**src/hdl/msp_pkg.sv**
```systemverilog
// ----------------------------------------------------------------------------
// msp_pkg
// Shared types and constants of the motor speed and position PID controller.
// ----------------------------------------------------------------------------
package msp_pkg;

    localparam int MulW = 64;   // accumulator width of the serial multiplier
    localparam int MplW = 20;   // multiplier operand width (largest constant is 1e6)
    localparam int DenW = 34;   // elapsed_ms * 256000
    localparam int QW   = 16;   // quotient bits produced by the divider

    // Configuration register indexes.
    typedef enum logic [2:0] {
        REG_LOOP_MODE   = 3'd0,
        REG_GAIN_P      = 3'd1,
        REG_GAIN_I      = 3'd2,
        REG_GAIN_D      = 3'd3,
        REG_DRIVE_LIMIT = 3'd4,
        REG_SPEED_GOAL  = 3'd5,
        REG_ANGLE_GOAL  = 3'd6
    } cfg_reg_t;

    localparam logic signed [17:0] OVERSHOOT_RPM = 18'sd500;
    localparam logic signed [15:0] BRAKE_CURRENT = 16'sd300;
    localparam logic signed [13:0] HALF_TURN     = 14'sd1800;
    localparam logic signed [13:0] FULL_TURN     = 14'sd3600;
    localparam logic [11:0]        FULL_TURN_U   = 12'd3600;
    localparam logic signed [16:0] REACH_WINDOW  = 17'sd50;
    localparam logic [15:0]        DEFAULT_MS    = 16'd10;
    localparam logic [MplW-1:0]    SCALE_P       = 20'd1000;
    localparam logic [MplW-1:0]    SCALE_D       = 20'd1000000;
    localparam logic [MplW-1:0]    SCALE_DEN     = 20'd256000;

    typedef enum logic [3:0] {
        ST_IDLE, ST_ERR, ST_DEN, ST_I1, ST_I2, ST_ICLP, ST_P1, ST_P2,
        ST_P3, ST_D1, ST_D2, ST_DST, ST_DIV, ST_FIN
    } pid_state_t;

    typedef struct packed {
        logic                   start;
        logic signed [MulW-1:0] mcand;
        logic [MplW-1:0]        mplier;
    } mul_req_t;

    typedef struct packed {
        logic                   start;
        logic signed [MulW-1:0] num;
        logic [DenW-1:0]        den;
        logic [14:0]            limit;
    } div_req_t;

endpackage

```
**src/hdl/motor_speed_position_pid.sv**
```systemverilog
// ----------------------------------------------------------------------------
// motor_speed_position_pid
// Speed or position PID step with overshoot braking and a clamped integral.
// ----------------------------------------------------------------------------
// A braking request goes from the error step straight to the result; otherwise
// the serial multiplier runs once per multiplier (ms twice, gain_i, gain_p,
// gain_d and the three scale constants) before the divider forms the result.
// Throughput: one request at a time; the next is taken once the result is stored.
// Reset (aresetn, synchronous, active low) clears the PID state, the reached
// flag and the output valid, and loads the register defaults (limit 16384).
module motor_speed_position_pid import msp_pkg::*; (
    input  logic               aclk,
    input  logic               aresetn,
    input  logic               cfg_wen,
    input  logic [2:0]         cfg_index,
    input  logic [15:0]        cfg_wdata,
    input  logic               s_valid,
    output logic               s_ready,
    input  logic signed [15:0] s_measured_speed,
    input  logic [8:0]         s_measured_angle,
    input  logic [15:0]        s_elapsed_ms,
    output logic               m_valid,
    input  logic               m_ready,
    output logic signed [15:0] m_drive_current,
    output logic signed [16:0] m_loop_error,
    output logic               m_braking,
    output logic               m_target_reached
);

    // Configuration registers.
    logic               mode_reg;
    logic [15:0]        gain_p_reg, gain_i_reg, gain_d_reg;
    logic [14:0]        limit_reg;
    logic signed [15:0] speed_goal_reg;
    logic [11:0]        angle_goal_reg;

    pid_state_t state_reg, state_next;

    // Captured request and working values.
    logic signed [15:0] speed_reg;
    logic [8:0]         angle_reg;
    logic [15:0]        ms_reg;
    logic signed [16:0] e_reg;
    logic               brake_reg;
    logic               win_reg;
    logic signed [15:0] drive_reg;
    logic               reached_reg;
    logic signed [47:0] integral_reg;
    logic signed [16:0] last_err_reg;
    logic signed [51:0] sum_reg;
    logic [DenW-1:0]    den_reg;
    logic signed [MulW-1:0] x_reg;
    logic signed [MulW-1:0] num_reg;

    // Result register, which frees the datapath while a result waits.
    logic               m_valid_reg;
    logic signed [15:0] out_drive_reg;
    logic signed [16:0] out_err_reg;
    logic               out_brake_reg;
    logic               out_reach_reg;

    mul_req_t               mul_req;
    logic                   mul_done;
    logic signed [MulW-1:0] mul_prod;
    div_req_t               div_req;
    logic                   div_done;
    logic signed [QW-1:0]   div_result;

    logic               out_free;
    logic               accept;

    // Error computation for both loops.
    logic signed [16:0] spd_err;
    logic signed [17:0] speed_x, goal_x;
    logic               over_pos, over_neg, brake_now;
    logic [12:0]        ang10;
    logic signed [13:0] pos_raw, pos_wrap;
    logic signed [16:0] pos_err, e_sel;
    logic               win_now;
    logic signed [17:0] de;
    logic [21:0]        lim125;
    logic [33:0]        lim_i;
    logic signed [51:0] lim_pos, lim_neg;

    assign accept   = s_valid && s_ready;
    assign out_free = !m_valid_reg || m_ready;

    assign speed_x   = {{2{speed_reg[15]}}, speed_reg};
    assign goal_x    = {{2{speed_goal_reg[15]}}, speed_goal_reg};
    assign spd_err   = 17'(goal_x - speed_x);
    assign over_pos  = !speed_goal_reg[15] && (speed_x > goal_x + OVERSHOOT_RPM);
    assign over_neg  = speed_goal_reg[15] && (speed_x < goal_x - OVERSHOOT_RPM);
    assign brake_now = !mode_reg && (over_pos || over_neg);

    // Angle times ten, error in tenths of a degree, wrapped once to +-180.
    assign ang10   = {1'b0, angle_reg, 3'b000} + {3'b000, angle_reg, 1'b0};
    assign pos_raw = $signed({2'b00, angle_goal_reg}) - $signed({1'b0, ang10});
    always_comb begin
        if (pos_raw > HALF_TURN) begin
            pos_wrap = pos_raw - FULL_TURN;
        end else if (pos_raw < -HALF_TURN) begin
            pos_wrap = pos_raw + FULL_TURN;
        end else begin
            pos_wrap = pos_raw;
        end
    end
    assign pos_err = {{3{pos_wrap[13]}}, pos_wrap};
    assign e_sel   = mode_reg ? pos_err : spd_err;
    assign win_now = mode_reg && (pos_err < REACH_WINDOW) && (pos_err > -REACH_WINDOW);

    assign de = {e_reg[16], e_reg} - {last_err_reg[16], last_err_reg};

    // Integral limit is 2 * limit * 256000 = (limit * 125) << 12.
    assign lim125  = (22'(limit_reg) << 7) - (22'(limit_reg) << 1) - 22'(limit_reg);
    assign lim_i   = {lim125, 12'b0};
    assign lim_pos = $signed({18'b0, lim_i});
    assign lim_neg = -lim_pos;

    // Next-state logic of the step sequencer.
    always_comb begin
        state_next = state_reg;
        unique case (state_reg)
            ST_IDLE: if (s_valid) state_next = ST_ERR;
            ST_ERR:  state_next = brake_now ? ST_FIN : ST_DEN;
            ST_DEN:  if (mul_done) state_next = ST_I1;
            ST_I1:   if (mul_done) state_next = ST_I2;
            ST_I2:   if (mul_done) state_next = ST_ICLP;
            ST_ICLP: state_next = ST_P1;
            ST_P1:   if (mul_done) state_next = ST_P2;
            ST_P2:   if (mul_done) state_next = ST_P3;
            ST_P3:   if (mul_done) state_next = ST_D1;
            ST_D1:   if (mul_done) state_next = ST_D2;
            ST_D2:   if (mul_done) state_next = ST_DST;
            ST_DST:  state_next = ST_DIV;
            ST_DIV:  if (div_done) state_next = ST_FIN;
            ST_FIN:  if (out_free) state_next = ST_IDLE;
            default: state_next = ST_IDLE;
        endcase
    end

    // Sequencer outputs: each multiply is launched on entry to its state,
    // taking the previous product straight from the multiplier where chained.
    always_comb begin
        mul_req.start  = 1'b0;
        mul_req.mcand  = '0;
        mul_req.mplier = '0;
        unique case (state_next)
            ST_DEN: begin
                mul_req.mcand  = {{(MulW-16){1'b0}}, ms_reg};
                mul_req.mplier = SCALE_DEN;
            end
            ST_I1: begin
                mul_req.mcand  = {{(MulW-17){e_reg[16]}}, e_reg};
                mul_req.mplier = {4'b0, gain_i_reg};
            end
            ST_I2: begin
                mul_req.mcand  = mul_prod;
                mul_req.mplier = {4'b0, ms_reg};
            end
            ST_P1: begin
                mul_req.mcand  = {{(MulW-17){e_reg[16]}}, e_reg};
                mul_req.mplier = {4'b0, gain_p_reg};
            end
            ST_P2: begin
                mul_req.mcand  = mul_prod;
                mul_req.mplier = SCALE_P;
            end
            ST_P3: begin
                mul_req.mcand  = mul_prod + {{(MulW-48){integral_reg[47]}}, integral_reg};
                mul_req.mplier = {4'b0, ms_reg};
            end
            ST_D1: begin
                mul_req.mcand  = {{(MulW-18){de[17]}}, de};
                mul_req.mplier = {4'b0, gain_d_reg};
            end
            ST_D2: begin
                mul_req.mcand  = mul_prod;
                mul_req.mplier = SCALE_D;
            end
            default: begin
                mul_req.mcand  = '0;
                mul_req.mplier = '0;
            end
        endcase
        if (state_next == state_reg) begin
            mul_req.start = 1'b0;
        end else if (state_next == ST_DEN || state_next == ST_I1 || state_next == ST_I2 ||
                     state_next == ST_P1 || state_next == ST_P2 || state_next == ST_P3 ||
                     state_next == ST_D1 || state_next == ST_D2) begin
            mul_req.start = 1'b1;
        end
        div_req.start = (state_reg == ST_DST);
        div_req.num   = num_reg;
        div_req.den   = den_reg;
        div_req.limit = limit_reg;
    end

    msp_mul u_mul (
        .aclk    (aclk),
        .aresetn (aresetn),
        .req     (mul_req),
        .done    (mul_done),
        .product (mul_prod)
    );

    msp_div u_div (
        .aclk    (aclk),
        .aresetn (aresetn),
        .req     (div_req),
        .done    (div_done),
        .result  (div_result)
    );

    always_ff @(posedge aclk) begin
        if (!aresetn) begin
            state_reg      <= ST_IDLE;
            m_valid_reg    <= 1'b0;
            mode_reg       <= 1'b0;
            gain_p_reg     <= '0;
            gain_i_reg     <= '0;
            gain_d_reg     <= '0;
            limit_reg      <= 15'd16384;
            speed_goal_reg <= '0;
            angle_goal_reg <= '0;
            integral_reg   <= '0;
            last_err_reg   <= '0;
            reached_reg    <= 1'b0;
        end else begin
            state_reg <= state_next;
            // A new result may replace one that leaves in the same cycle.
            if (state_reg == ST_FIN && out_free) begin
                m_valid_reg <= 1'b1;
            end else if (m_valid_reg && m_ready) begin
                m_valid_reg <= 1'b0;
            end
            case (state_reg)
                ST_ERR: begin
                    e_reg     <= e_sel;
                    brake_reg <= brake_now;
                    win_reg   <= win_now;
                    if (brake_now) begin
                        drive_reg   <= over_pos ? -BRAKE_CURRENT : BRAKE_CURRENT;
                        reached_reg <= 1'b0;
                    end
                end
                ST_ICLP: begin
                    if (sum_reg > lim_pos) begin
                        integral_reg <= lim_pos[47:0];
                    end else if (sum_reg < lim_neg) begin
                        integral_reg <= lim_neg[47:0];
                    end else begin
                        integral_reg <= sum_reg[47:0];
                    end
                end
                ST_DIV: begin
                    if (div_done) begin
                        drive_reg    <= win_reg ? 16'sd0 : div_result;
                        last_err_reg <= e_reg;
                        if (win_reg) begin
                            reached_reg <= 1'b1;
                        end
                    end
                end
                default: ;
            endcase
            // The user must write the registers only while the block is idle; the block itself does not enforce it.
            if (cfg_wen) begin
                unique case (cfg_reg_t'(cfg_index))
                    REG_LOOP_MODE:   mode_reg   <= cfg_wdata[0];
                    REG_GAIN_P:      gain_p_reg <= cfg_wdata;
                    REG_GAIN_I:      gain_i_reg <= cfg_wdata;
                    REG_GAIN_D:      gain_d_reg <= cfg_wdata;
                    REG_DRIVE_LIMIT: limit_reg  <= cfg_wdata[14:0];
                    REG_SPEED_GOAL: begin
                        speed_goal_reg <= cfg_wdata;
                        reached_reg    <= 1'b0;
                    end
                    REG_ANGLE_GOAL: begin
                        angle_goal_reg <= (cfg_wdata[11:0] >= FULL_TURN_U) ?
                                          cfg_wdata[11:0] - FULL_TURN_U : cfg_wdata[11:0];
                        reached_reg    <= 1'b0;
                    end
                    default: ;
                endcase
            end
        end
        // Payload registers.
        if (accept) begin
            speed_reg <= s_measured_speed;
            angle_reg <= s_measured_angle;
            ms_reg    <= (s_elapsed_ms == 16'd0) ? DEFAULT_MS : s_elapsed_ms;
        end
        if (state_reg == ST_DEN && mul_done) begin
            den_reg <= mul_prod[DenW-1:0];
        end
        if (state_reg == ST_I2 && mul_done) begin
            sum_reg <= 52'(mul_prod + {{(MulW-48){integral_reg[47]}}, integral_reg});
        end
        if (state_reg == ST_P3 && mul_done) begin
            x_reg <= mul_prod;
        end
        if (state_reg == ST_D2 && mul_done) begin
            num_reg <= x_reg + mul_prod;
        end
        if (state_reg == ST_FIN && out_free) begin
            out_drive_reg <= drive_reg;
            out_err_reg   <= e_reg;
            out_brake_reg <= brake_reg;
            out_reach_reg <= reached_reg;
        end
    end

    assign s_ready          = (state_reg == ST_IDLE);
    assign m_valid          = m_valid_reg;
    assign m_drive_current  = out_drive_reg;
    assign m_loop_error     = out_err_reg;
    assign m_braking        = out_brake_reg;
    assign m_target_reached = out_reach_reg;

    // An accepted request always starts with the error computation.
    a_accept_to_err: assert property (@(posedge aclk) disable iff (!aresetn)
        accept |=> state_reg == ST_ERR)
        else $error("accepted request did not enter error step");

    // A braking result carries the fixed current and never reports reached.
    a_brake_value: assert property (@(posedge aclk) disable iff (!aresetn)
        (m_valid && m_braking) |->
        ((m_drive_current == BRAKE_CURRENT || m_drive_current == -BRAKE_CURRENT)
         && !m_target_reached))
        else $error("braking result inconsistent");

    // The divider output stays inside the drive limit.
    a_div_clamp: assert property (@(posedge aclk) disable iff (!aresetn)
        (state_reg == ST_DIV && div_done) |->
        (div_result <= $signed({1'b0, limit_reg}) && div_result >= -$signed({1'b0, limit_reg})))
        else $error("quotient outside drive limit");

    // The stored integral never leaves its clamp range.
    a_int_clamp: assert property (@(posedge aclk) disable iff (!aresetn)
        $past(state_reg == ST_ICLP) |->
        ($signed({{4{integral_reg[47]}}, integral_reg}) <= lim_pos &&
         $signed({{4{integral_reg[47]}}, integral_reg}) >= lim_neg))
        else $error("integral outside clamp range");

endmodule

```
**src/hdl/msp_mul.sv**
```systemverilog
// ----------------------------------------------------------------------------
// msp_mul
// Bit-serial shift-and-add multiplier: signed multiplicand, unsigned multiplier.
// ----------------------------------------------------------------------------
module msp_mul import msp_pkg::*; (
    input  logic                   aclk,
    input  logic                   aresetn,
    input  mul_req_t               req,
    output logic                   done,
    output logic signed [MulW-1:0] product
);

    logic signed [MulW-1:0] acc_reg, acc_next;
    logic signed [MulW-1:0] mc_reg, mc_next;
    logic [MplW-1:0]        mp_reg, mp_next;
    logic                   busy_reg, busy_next;
    logic                   done_reg, done_next;

    // One multiplier bit per cycle; finishes once no set bits remain.
    always_comb begin
        acc_next  = acc_reg;
        mc_next   = mc_reg;
        mp_next   = mp_reg;
        busy_next = busy_reg;
        done_next = 1'b0;
        if (req.start) begin
            acc_next  = '0;
            mc_next   = req.mcand;
            mp_next   = req.mplier;
            busy_next = 1'b1;
        end else if (busy_reg) begin
            if (mp_reg[0]) begin
                acc_next = acc_reg + mc_reg;
            end
            mc_next = mc_reg <<< 1;
            mp_next = mp_reg >> 1;
            if (mp_reg[MplW-1:1] == '0) begin
                busy_next = 1'b0;
                done_next = 1'b1;
            end
        end
    end

    always_ff @(posedge aclk) begin
        if (!aresetn) begin
            busy_reg <= 1'b0;
            done_reg <= 1'b0;
        end else begin
            busy_reg <= busy_next;
            done_reg <= done_next;
        end
        acc_reg <= acc_next;
        mc_reg  <= mc_next;
        mp_reg  <= mp_next;
    end

    assign done    = done_reg;
    assign product = acc_reg;

endmodule

```
**src/hdl/msp_div.sv**
```systemverilog
// ----------------------------------------------------------------------------
// msp_div
// Restoring divider, one quotient bit per cycle, truncating toward zero and
// clamping the quotient to the drive limit.
// ----------------------------------------------------------------------------
module msp_div import msp_pkg::*; (
    input  logic                   aclk,
    input  logic                   aresetn,
    input  div_req_t               req,
    output logic                   done,
    output logic signed [QW-1:0]   result
);

    localparam int DvsW = DenW + QW;

    logic [MulW-1:0]      rem_reg, rem_next;
    logic [DvsW-1:0]      dvs_reg, dvs_next;
    logic [4:0]           cnt_reg, cnt_next;
    logic [QW-1:0]        q_reg, q_next;
    logic                 sat_reg, sat_next;
    logic                 neg_reg, neg_next;
    logic [14:0]          lim_reg, lim_next;
    logic                 busy_reg, busy_next;
    logic                 fin_reg, fin_next;
    logic                 done_reg, done_next;
    logic signed [QW-1:0] res_reg, res_next;
    logic                 ge;
    logic [QW-1:0]        mag;

    assign ge = rem_reg >= {{(MulW-DvsW){1'b0}}, dvs_reg};

    always_comb begin
        rem_next  = rem_reg;
        dvs_next  = dvs_reg;
        cnt_next  = cnt_reg;
        q_next    = q_reg;
        sat_next  = sat_reg;
        neg_next  = neg_reg;
        lim_next  = lim_reg;
        busy_next = busy_reg;
        fin_next  = 1'b0;
        done_next = 1'b0;
        res_next  = res_reg;
        mag       = (sat_reg || (q_reg > {1'b0, lim_reg})) ? {1'b0, lim_reg} : q_reg;
        if (req.start) begin
            rem_next  = req.num[MulW-1] ? MulW'(-req.num) : MulW'(req.num);
            dvs_next  = {req.den, {QW{1'b0}}};
            cnt_next  = 5'(QW);
            q_next    = '0;
            sat_next  = 1'b0;
            neg_next  = req.num[MulW-1];
            lim_next  = req.limit;
            busy_next = 1'b1;
        end else if (busy_reg) begin
            // The first step only tests whether the quotient overflows.
            if (cnt_reg == 5'(QW)) begin
                sat_next = ge;
            end else begin
                q_next = {q_reg[QW-2:0], ge};
                if (ge) begin
                    rem_next = rem_reg - {{(MulW-DvsW){1'b0}}, dvs_reg};
                end
            end
            dvs_next = dvs_reg >> 1;
            cnt_next = cnt_reg - 5'd1;
            if (cnt_reg == 5'd0) begin
                busy_next = 1'b0;
                fin_next  = 1'b1;
            end
        end else if (fin_reg) begin
            res_next  = neg_reg ? -$signed(mag) : $signed(mag);
            done_next = 1'b1;
        end
    end

    always_ff @(posedge aclk) begin
        if (!aresetn) begin
            busy_reg <= 1'b0;
            fin_reg  <= 1'b0;
            done_reg <= 1'b0;
        end else begin
            busy_reg <= busy_next;
            fin_reg  <= fin_next;
            done_reg <= done_next;
        end
        rem_reg <= rem_next;
        dvs_reg <= dvs_next;
        cnt_reg <= cnt_next;
        q_reg   <= q_next;
        sat_reg <= sat_next;
        neg_reg <= neg_next;
        lim_reg <= lim_next;
        res_reg <= res_next;
    end

    assign done   = done_reg;
    assign result = res_reg;

endmodule
```
**config.mk**
```make
export PLATFORM = sky130hd
export DESIGN_NAME = motor_speed_position_pid
export DESIGN_NICKNAME = d
export VERILOG_FILES = /design/src/hdl/msp_pkg.sv /design/src/hdl/motor_speed_position_pid.sv /design/src/hdl/msp_mul.sv /design/src/hdl/msp_div.sv
export SDC_FILE = /design/constraint.sdc
export NUM_CORES = 2
export LEC_CHECK = 0
export BUFFER_PORTS_ARGS = -buffer_cell sky130_fd_sc_hd__buf_2
export CORE_ASPECT_RATIO = 0.8
export CORE_UTILIZATION = 50
export CTS_CLUSTER_SIZE = 24
export DETAILED_ROUTE_END_ITERATION = 7
export GPL_TIMING_DRIVEN = 0
export PLACE_DENSITY = 0.72
export SYNTH_ARGS = -nofsm -noshare
export SYNTH_HDL_FRONTEND = slang
export SYNTH_HIERARCHICAL = 1
export SYNTH_SLANG_ARGS = --single-unit
```
**constraint.sdc**
```tcl
create_clock -name aclk -period 9.19 [get_ports aclk]
set_clock_uncertainty 0.15 [all_clocks]
set_input_delay 1.3785 -clock aclk [delete_from_list [all_inputs] [get_ports aclk]]
set_output_delay 1.3785 -clock aclk [all_outputs]
set_load 0.02 [all_outputs]
```
# Yosys cells after proc, flatten, opt, wreduce, memory -nomap -nowiden
# Index checks and enable logic that the tools add are counted.
# classes
n_addsub,19
n_mul,0
shifts,0
n_lt_le_gt_ge,11
reduce_logical,54
eq_ne,32
n_bitwise,5
n_div,0
mux,57
# ops
op,count
$pmux 84 s8,1
$mux 64,7
$add 64x64->64,3
$mux 50,2
$mux 16,6
$mux 48,2
$ge 64x50->1,1
$neg 64->64,1
$sub 64x50->64,1
$pmux 4 s14,1
$gt 52x35->1,1
$lt 52x52->1,1
$neg 34->52,1
$mux 4,12
$mux 20,2
$eq 4x4->1 const B,9
$pmux 16 s2,1
$eq 4x3->1 const B,7
$mux 14,2
$reduce_and 2->1,12
$sub 22x15->22,1
$sub 22x16->22,1
$logic_not 19->1,1
$mux 1,18
other kinds (44),84
# totals
reg_bits,809
in_bits,65
mem_bits_rw,0
elab_cells,222
mem_count,0
latch_bits,0
romBits,0

# Depth between registers and ports, before layout
# logic_depth
word_depth,18
depth_mapped,30
mapped_depth_nobuf,26

# By module
# The synthesis kept the hierarchy.
# by_module_without_submodules
mod,instances,seq_area_each_um2,area_each_um2,cells_each
motor_speed_position_pid,1,13022.5,33163.1,3600
msp_div,1,4724.5,12296.8,1404
msp_mul,1,3843.7,9317.7,984

# Worst setup path before layout
# No wires, ideal clock.
# synth_path
kind,reg2reg
start,reg limit_reg[0]
end,reg integral_reg[33]
period_less_slack_ps,7034
slack_ps,2156
path_stages_with_launch,27
arrival_time_ps,6797
t_required_ps,8953
path_cell_list,dfxtp_1 -> clkbuf_1 -> inv_1 -> fa_1 -> inv_1 -> ha_1 -> o21a_1 -> a2111oi_4 -> o31ai_2 -> xnor2_4 -> and2_1 -> buf_4 -> or3b_4 -> or4b_1 -> buf_4 -> nor3_1 -> ha_1 -> nand4_1 -> nor4_1 -> nand2_1 -> a2111oi_0 -> a21oi_1 -> mux2i_1 -> clkbuf_1 -> nand2_1 -> o311a_1 -> o31ai_1
# synth_between
elab_chain_cells,6
# synth_rtl
element,line_no,rtl
"start, declared",motor_speed_position_pid.sv:33,logic [14:0] limit_reg;
"start signal, assigned",motor_speed_position_pid.sv:273,REG_DRIVE_LIMIT: limit_reg <= cfg_wdata[14:0];
$sub 22x16->22,motor_speed_position_pid.sv:114,assign lim125 = (22'(limit_reg) << 7) - (22'(limit_reg) << 1) - 22'(limit_reg);
$sub 22x15->22 *,motor_speed_position_pid.sv:114,
$neg 34->52,motor_speed_position_pid.sv:117,assign lim_neg = -lim_pos;
$lt 52x52->1,motor_speed_position_pid.sv:249,end else if (sum_reg < lim_neg) begin
$mux 48,motor_speed_position_pid.sv:249,
$mux 48 *,motor_speed_position_pid.sv:247,if (sum_reg > lim_pos) begin
"end signal, assigned",motor_speed_position_pid.sv:248,integral_reg <= lim_pos[47:0];
"end signal, assigned",motor_speed_position_pid.sv:250,integral_reg <= lim_neg[47:0];
"end signal, assigned",motor_speed_position_pid.sv:252,integral_reg <= sum_reg[47:0];
"end, declared",motor_speed_position_pid.sv:48,logic signed [47:0] integral_reg;
# Mark *: on every way between the ends. The rest lies on a longest branch, timed or not.
# A chain may end at the register's enable or synchronous reset.

# Worst setup path in the final report
# layout_path
start,reg limit_reg[2]
end,reg integral_reg[16]
# The elaborated chain is that of the path after synthesis.

==> impl_results.md <==
* Fin util at 0.556
* Initial antenna violation count at 8
* Post-synth ARST share at 0
* Post-synth EDFFs at 539
* DR DRC count at 0
* Postcts setup bufs at 0
* Final GP Congestion at 1.02
* Relative slew slack at 0.0586
* Area growth syn-to-layout at 10.2%
* Number of global-route vias before repair at 45,065
* DRT Pass-1 Iters at 6
* Fmax at 0.115 GHz
* Final period utilization at 0.948
* Die Span X at 372 µm
* Area of placed instances at 57,400 µm²
* R2R depth at 26
* Sinks on Clock Net at 809
* Hold slack at 268 ps
* Clock Pin Slew Worst Setup and Hold Paths at 60 ps
* Final Max Tran Viols at 0
* Fillers at 9,593
* CTS resizes at 2
* Yosys cell types at 104
* Syn Nets at 6,508
* Critical Path End: integral_reg[16]
* Starting Density at 0.505
* Cells after Synth at 5,988
* Pwr/cell area at 253 nW/µm²
* Setup CP Type: reg2reg
* First-pass GRT wire length at 267,000 µm
* Worst vdd ir at 0.211 mV
* Hold Crit Class: reg2reg
* Sequential-to-total area share from yosys stat at 0.394
* Worst-case clock buffer depth at 3
* Root Driver: clkbuf_16
* GRT Total Usage at 0.311
* Worst-Skew Late Latency at 700 ps
* Inst Count DP at 7,534
* Synth area leaders: edfxtp_1 (30%), ha_1 (9.9%), dfxtp_1 (9.9%)
* Avg Synthesized Cell Area at 9.15 µm²
* Hold-fix buffers, CTS at 0
* Largest net degree at the start of global routing at 65
* Critical Path Source Type: flip-flop
* Status: finished, final reports clean
* Non-Filler Instances at 7,700
* CTS tree: built
* RSZ-0062 raised after global routing: no
* ANT nets after route at 0
* Leak at 23.4 nW
* Core ar. at 109,000 µm²
* PortBufs at 95
* Drt wl/cell at 22.8 µm
* Die Y at 298 µm
* CP max FO at 10
* Die area at 111,000 µm²
* Row cnt at 108
* Pwr Total at 15.3 mW
* Vias at 48,198
* Vias per cell at 6.26
* Endpoints failing hold at 0
* Crit Reg-Reg Endpoint: integral_reg[16]
* Dpl hpwl at 137,000 µm
* Ys Warns at 6
* Post-Syn Area at 54,800 µm²
* CTS Buf Count at 87
* Hold path cells at 0
* Maximum Capacitance Violations at 0
* Cell area after layout at 60,400 µm²
* Worst-Margin Slew at 1400 ps
* Synth top area share at 0.295
* DRC marker count from the first detailed-route iteration at 5,530
* Crit path capture type: flip-flop
* RR Startpoint: limit_reg[2]
* GRT overflow at 0
* Yosys top cell by area: edfxtp_1
* Worst path arrival time at 9200 ps
* Yosys reg bits at 809
* CP startpoint: limit_reg[2]
* Fin nets at 6,713
* Crit path required time at 9670 ps
* Worst reg-to-reg setup slack at 480 ps
* Minimum clock period at 8710 ps
* Synth Flop Type: edfxtp_1
* I/O pin total at 102
* Share of layout cells above drive strength 1 at 0.0702
* Final WL at 176,000 µm
* Endpoints failing setup at 0
* H-tree lvl count at 3
## power by group
| group | internal [mW] | switching (mW) | total, mW |
|---|---|---|---|
| sequential | 4.59 | 0.599 | 5.19 |
| combinational | 2.39 | 4.07 | 6.46 |
| clock | 2.07 | 1.57 | 3.64 |
## final cells by class
class,count,area [µm²],area share
Antenna cell,5,12.5,0.000207
Timing Repair Buffer,116,781,0.0129
Sequential cell,809,21600,0.358
Tap cell,1430,1790,0.0296
Clock inverter,48,494,0.00819
Inverter,271,1020,0.0169
Clock buffer,113,2420,0.0401
Multi-Input combinational cell,4621,31100,0.516
Buffer,287,1110,0.0185
## placed cells by master (no fill, tap or decap), drive strengths merged, types with 27 or more instances in the layout
cell and count:
nand2b 63, nor4 49, buf 160, xnor2 270, mux2 92, clkinv 27
a21oi 584, xor2 129, dfxtp 270, o211ai 42, nor2 323, o31ai 52
o21a 61, a21o 198, nor3 100, edfxtp 539, inv 280, ha 434
nand4 78, and2 43, nand3 121, a211oi 47, a31oi 45, nor2b 53
nand2 838, clkbuf 356, a221o 65, and3 56, o21bai 42, or3 52
o21ai 343, mux2i 66
## metrics by stage
stage | worst slack (ps) | TNS (ps)
2_1_floorplan | 2160 | 0
3_3_place_gp | -1090 | -69510
3_5_place_dp | -190 | -1040
4_1_cts | 154 | 0
5_1_grt | 28.2 | 0
6_report | 475 | 0
## kinds of logic after synthesis
group	Yosys count	synth area share
AO/OA/AOI/OAI	1739	0.206
XOR/XNOR	399	0.0643
adder cells (fa/ha/maj)	455	0.107
buffers and inverters	558	0.0389
flip-flops	809	0.394
multiplexers	158	0.0310
AND/OR/NAND/NOR	1870	0.159
## critical path, stage by stage, from the launching register on
cell,delay [ps]
dfxtp_1,400
clkbuf_1,440
inv_1,150
ha_1,230
ha_1,360
a2111oi_4,480
o21ai_2,190
a2111oi_4,510
o31a_1,330
o21ai_1,180
a211oi_1,590
nand3_1,200
nor4bb_1,350
clkbuf_1,440
and2_1,260
ha_1,260
nand3_1,180
nor3_1,360
nand2_1,180
a2111oi_0,410
a21oi_1,250
mux2_2,390
clkbuf_1,400
o21ai_0,140
a221oi_1,610
a21oi_1,90
nor2_1,100
## worst min-delay path by stage
stage | start | endpoint
after floorplan | brake_reg | m_braking
after global placement | drive_reg[14] | m_drive_current[14]
after detailed placement | drive_reg[12] | m_drive_current[12]
after CTS | drive_reg[10] | m_drive_current[10]
after global routing | drive_reg[10] | m_drive_current[10]
final | drive_reg[10] | m_drive_current[10]
## cell usage after synthesis, types with 61 or more instances
cell type and number:
a21o_1 198, a21oi_1 581, a221o_1 65, clkbuf_1 243
dfxtp_1 270, edfxtp_1 539, ha_1 434, inv_1 270
mux2_2 91, mux2i_1 66, nand2_1 838, nand2b_1 63
nand3_1 121, nand4_1 78, nor2_1 322, nor3_1 98
o21a_1 61, o21ai_0 319, xnor2_1 268, xor2_1 129
## per-layer routing
layer	GRT usage	routed length (µm)
met1	0.471	79700
met2	0.446	72800
met3	0.0579	18200
met4	0.0901	4970
met5	0	0
Note: power is estimated with default switching activity, not from simulation.
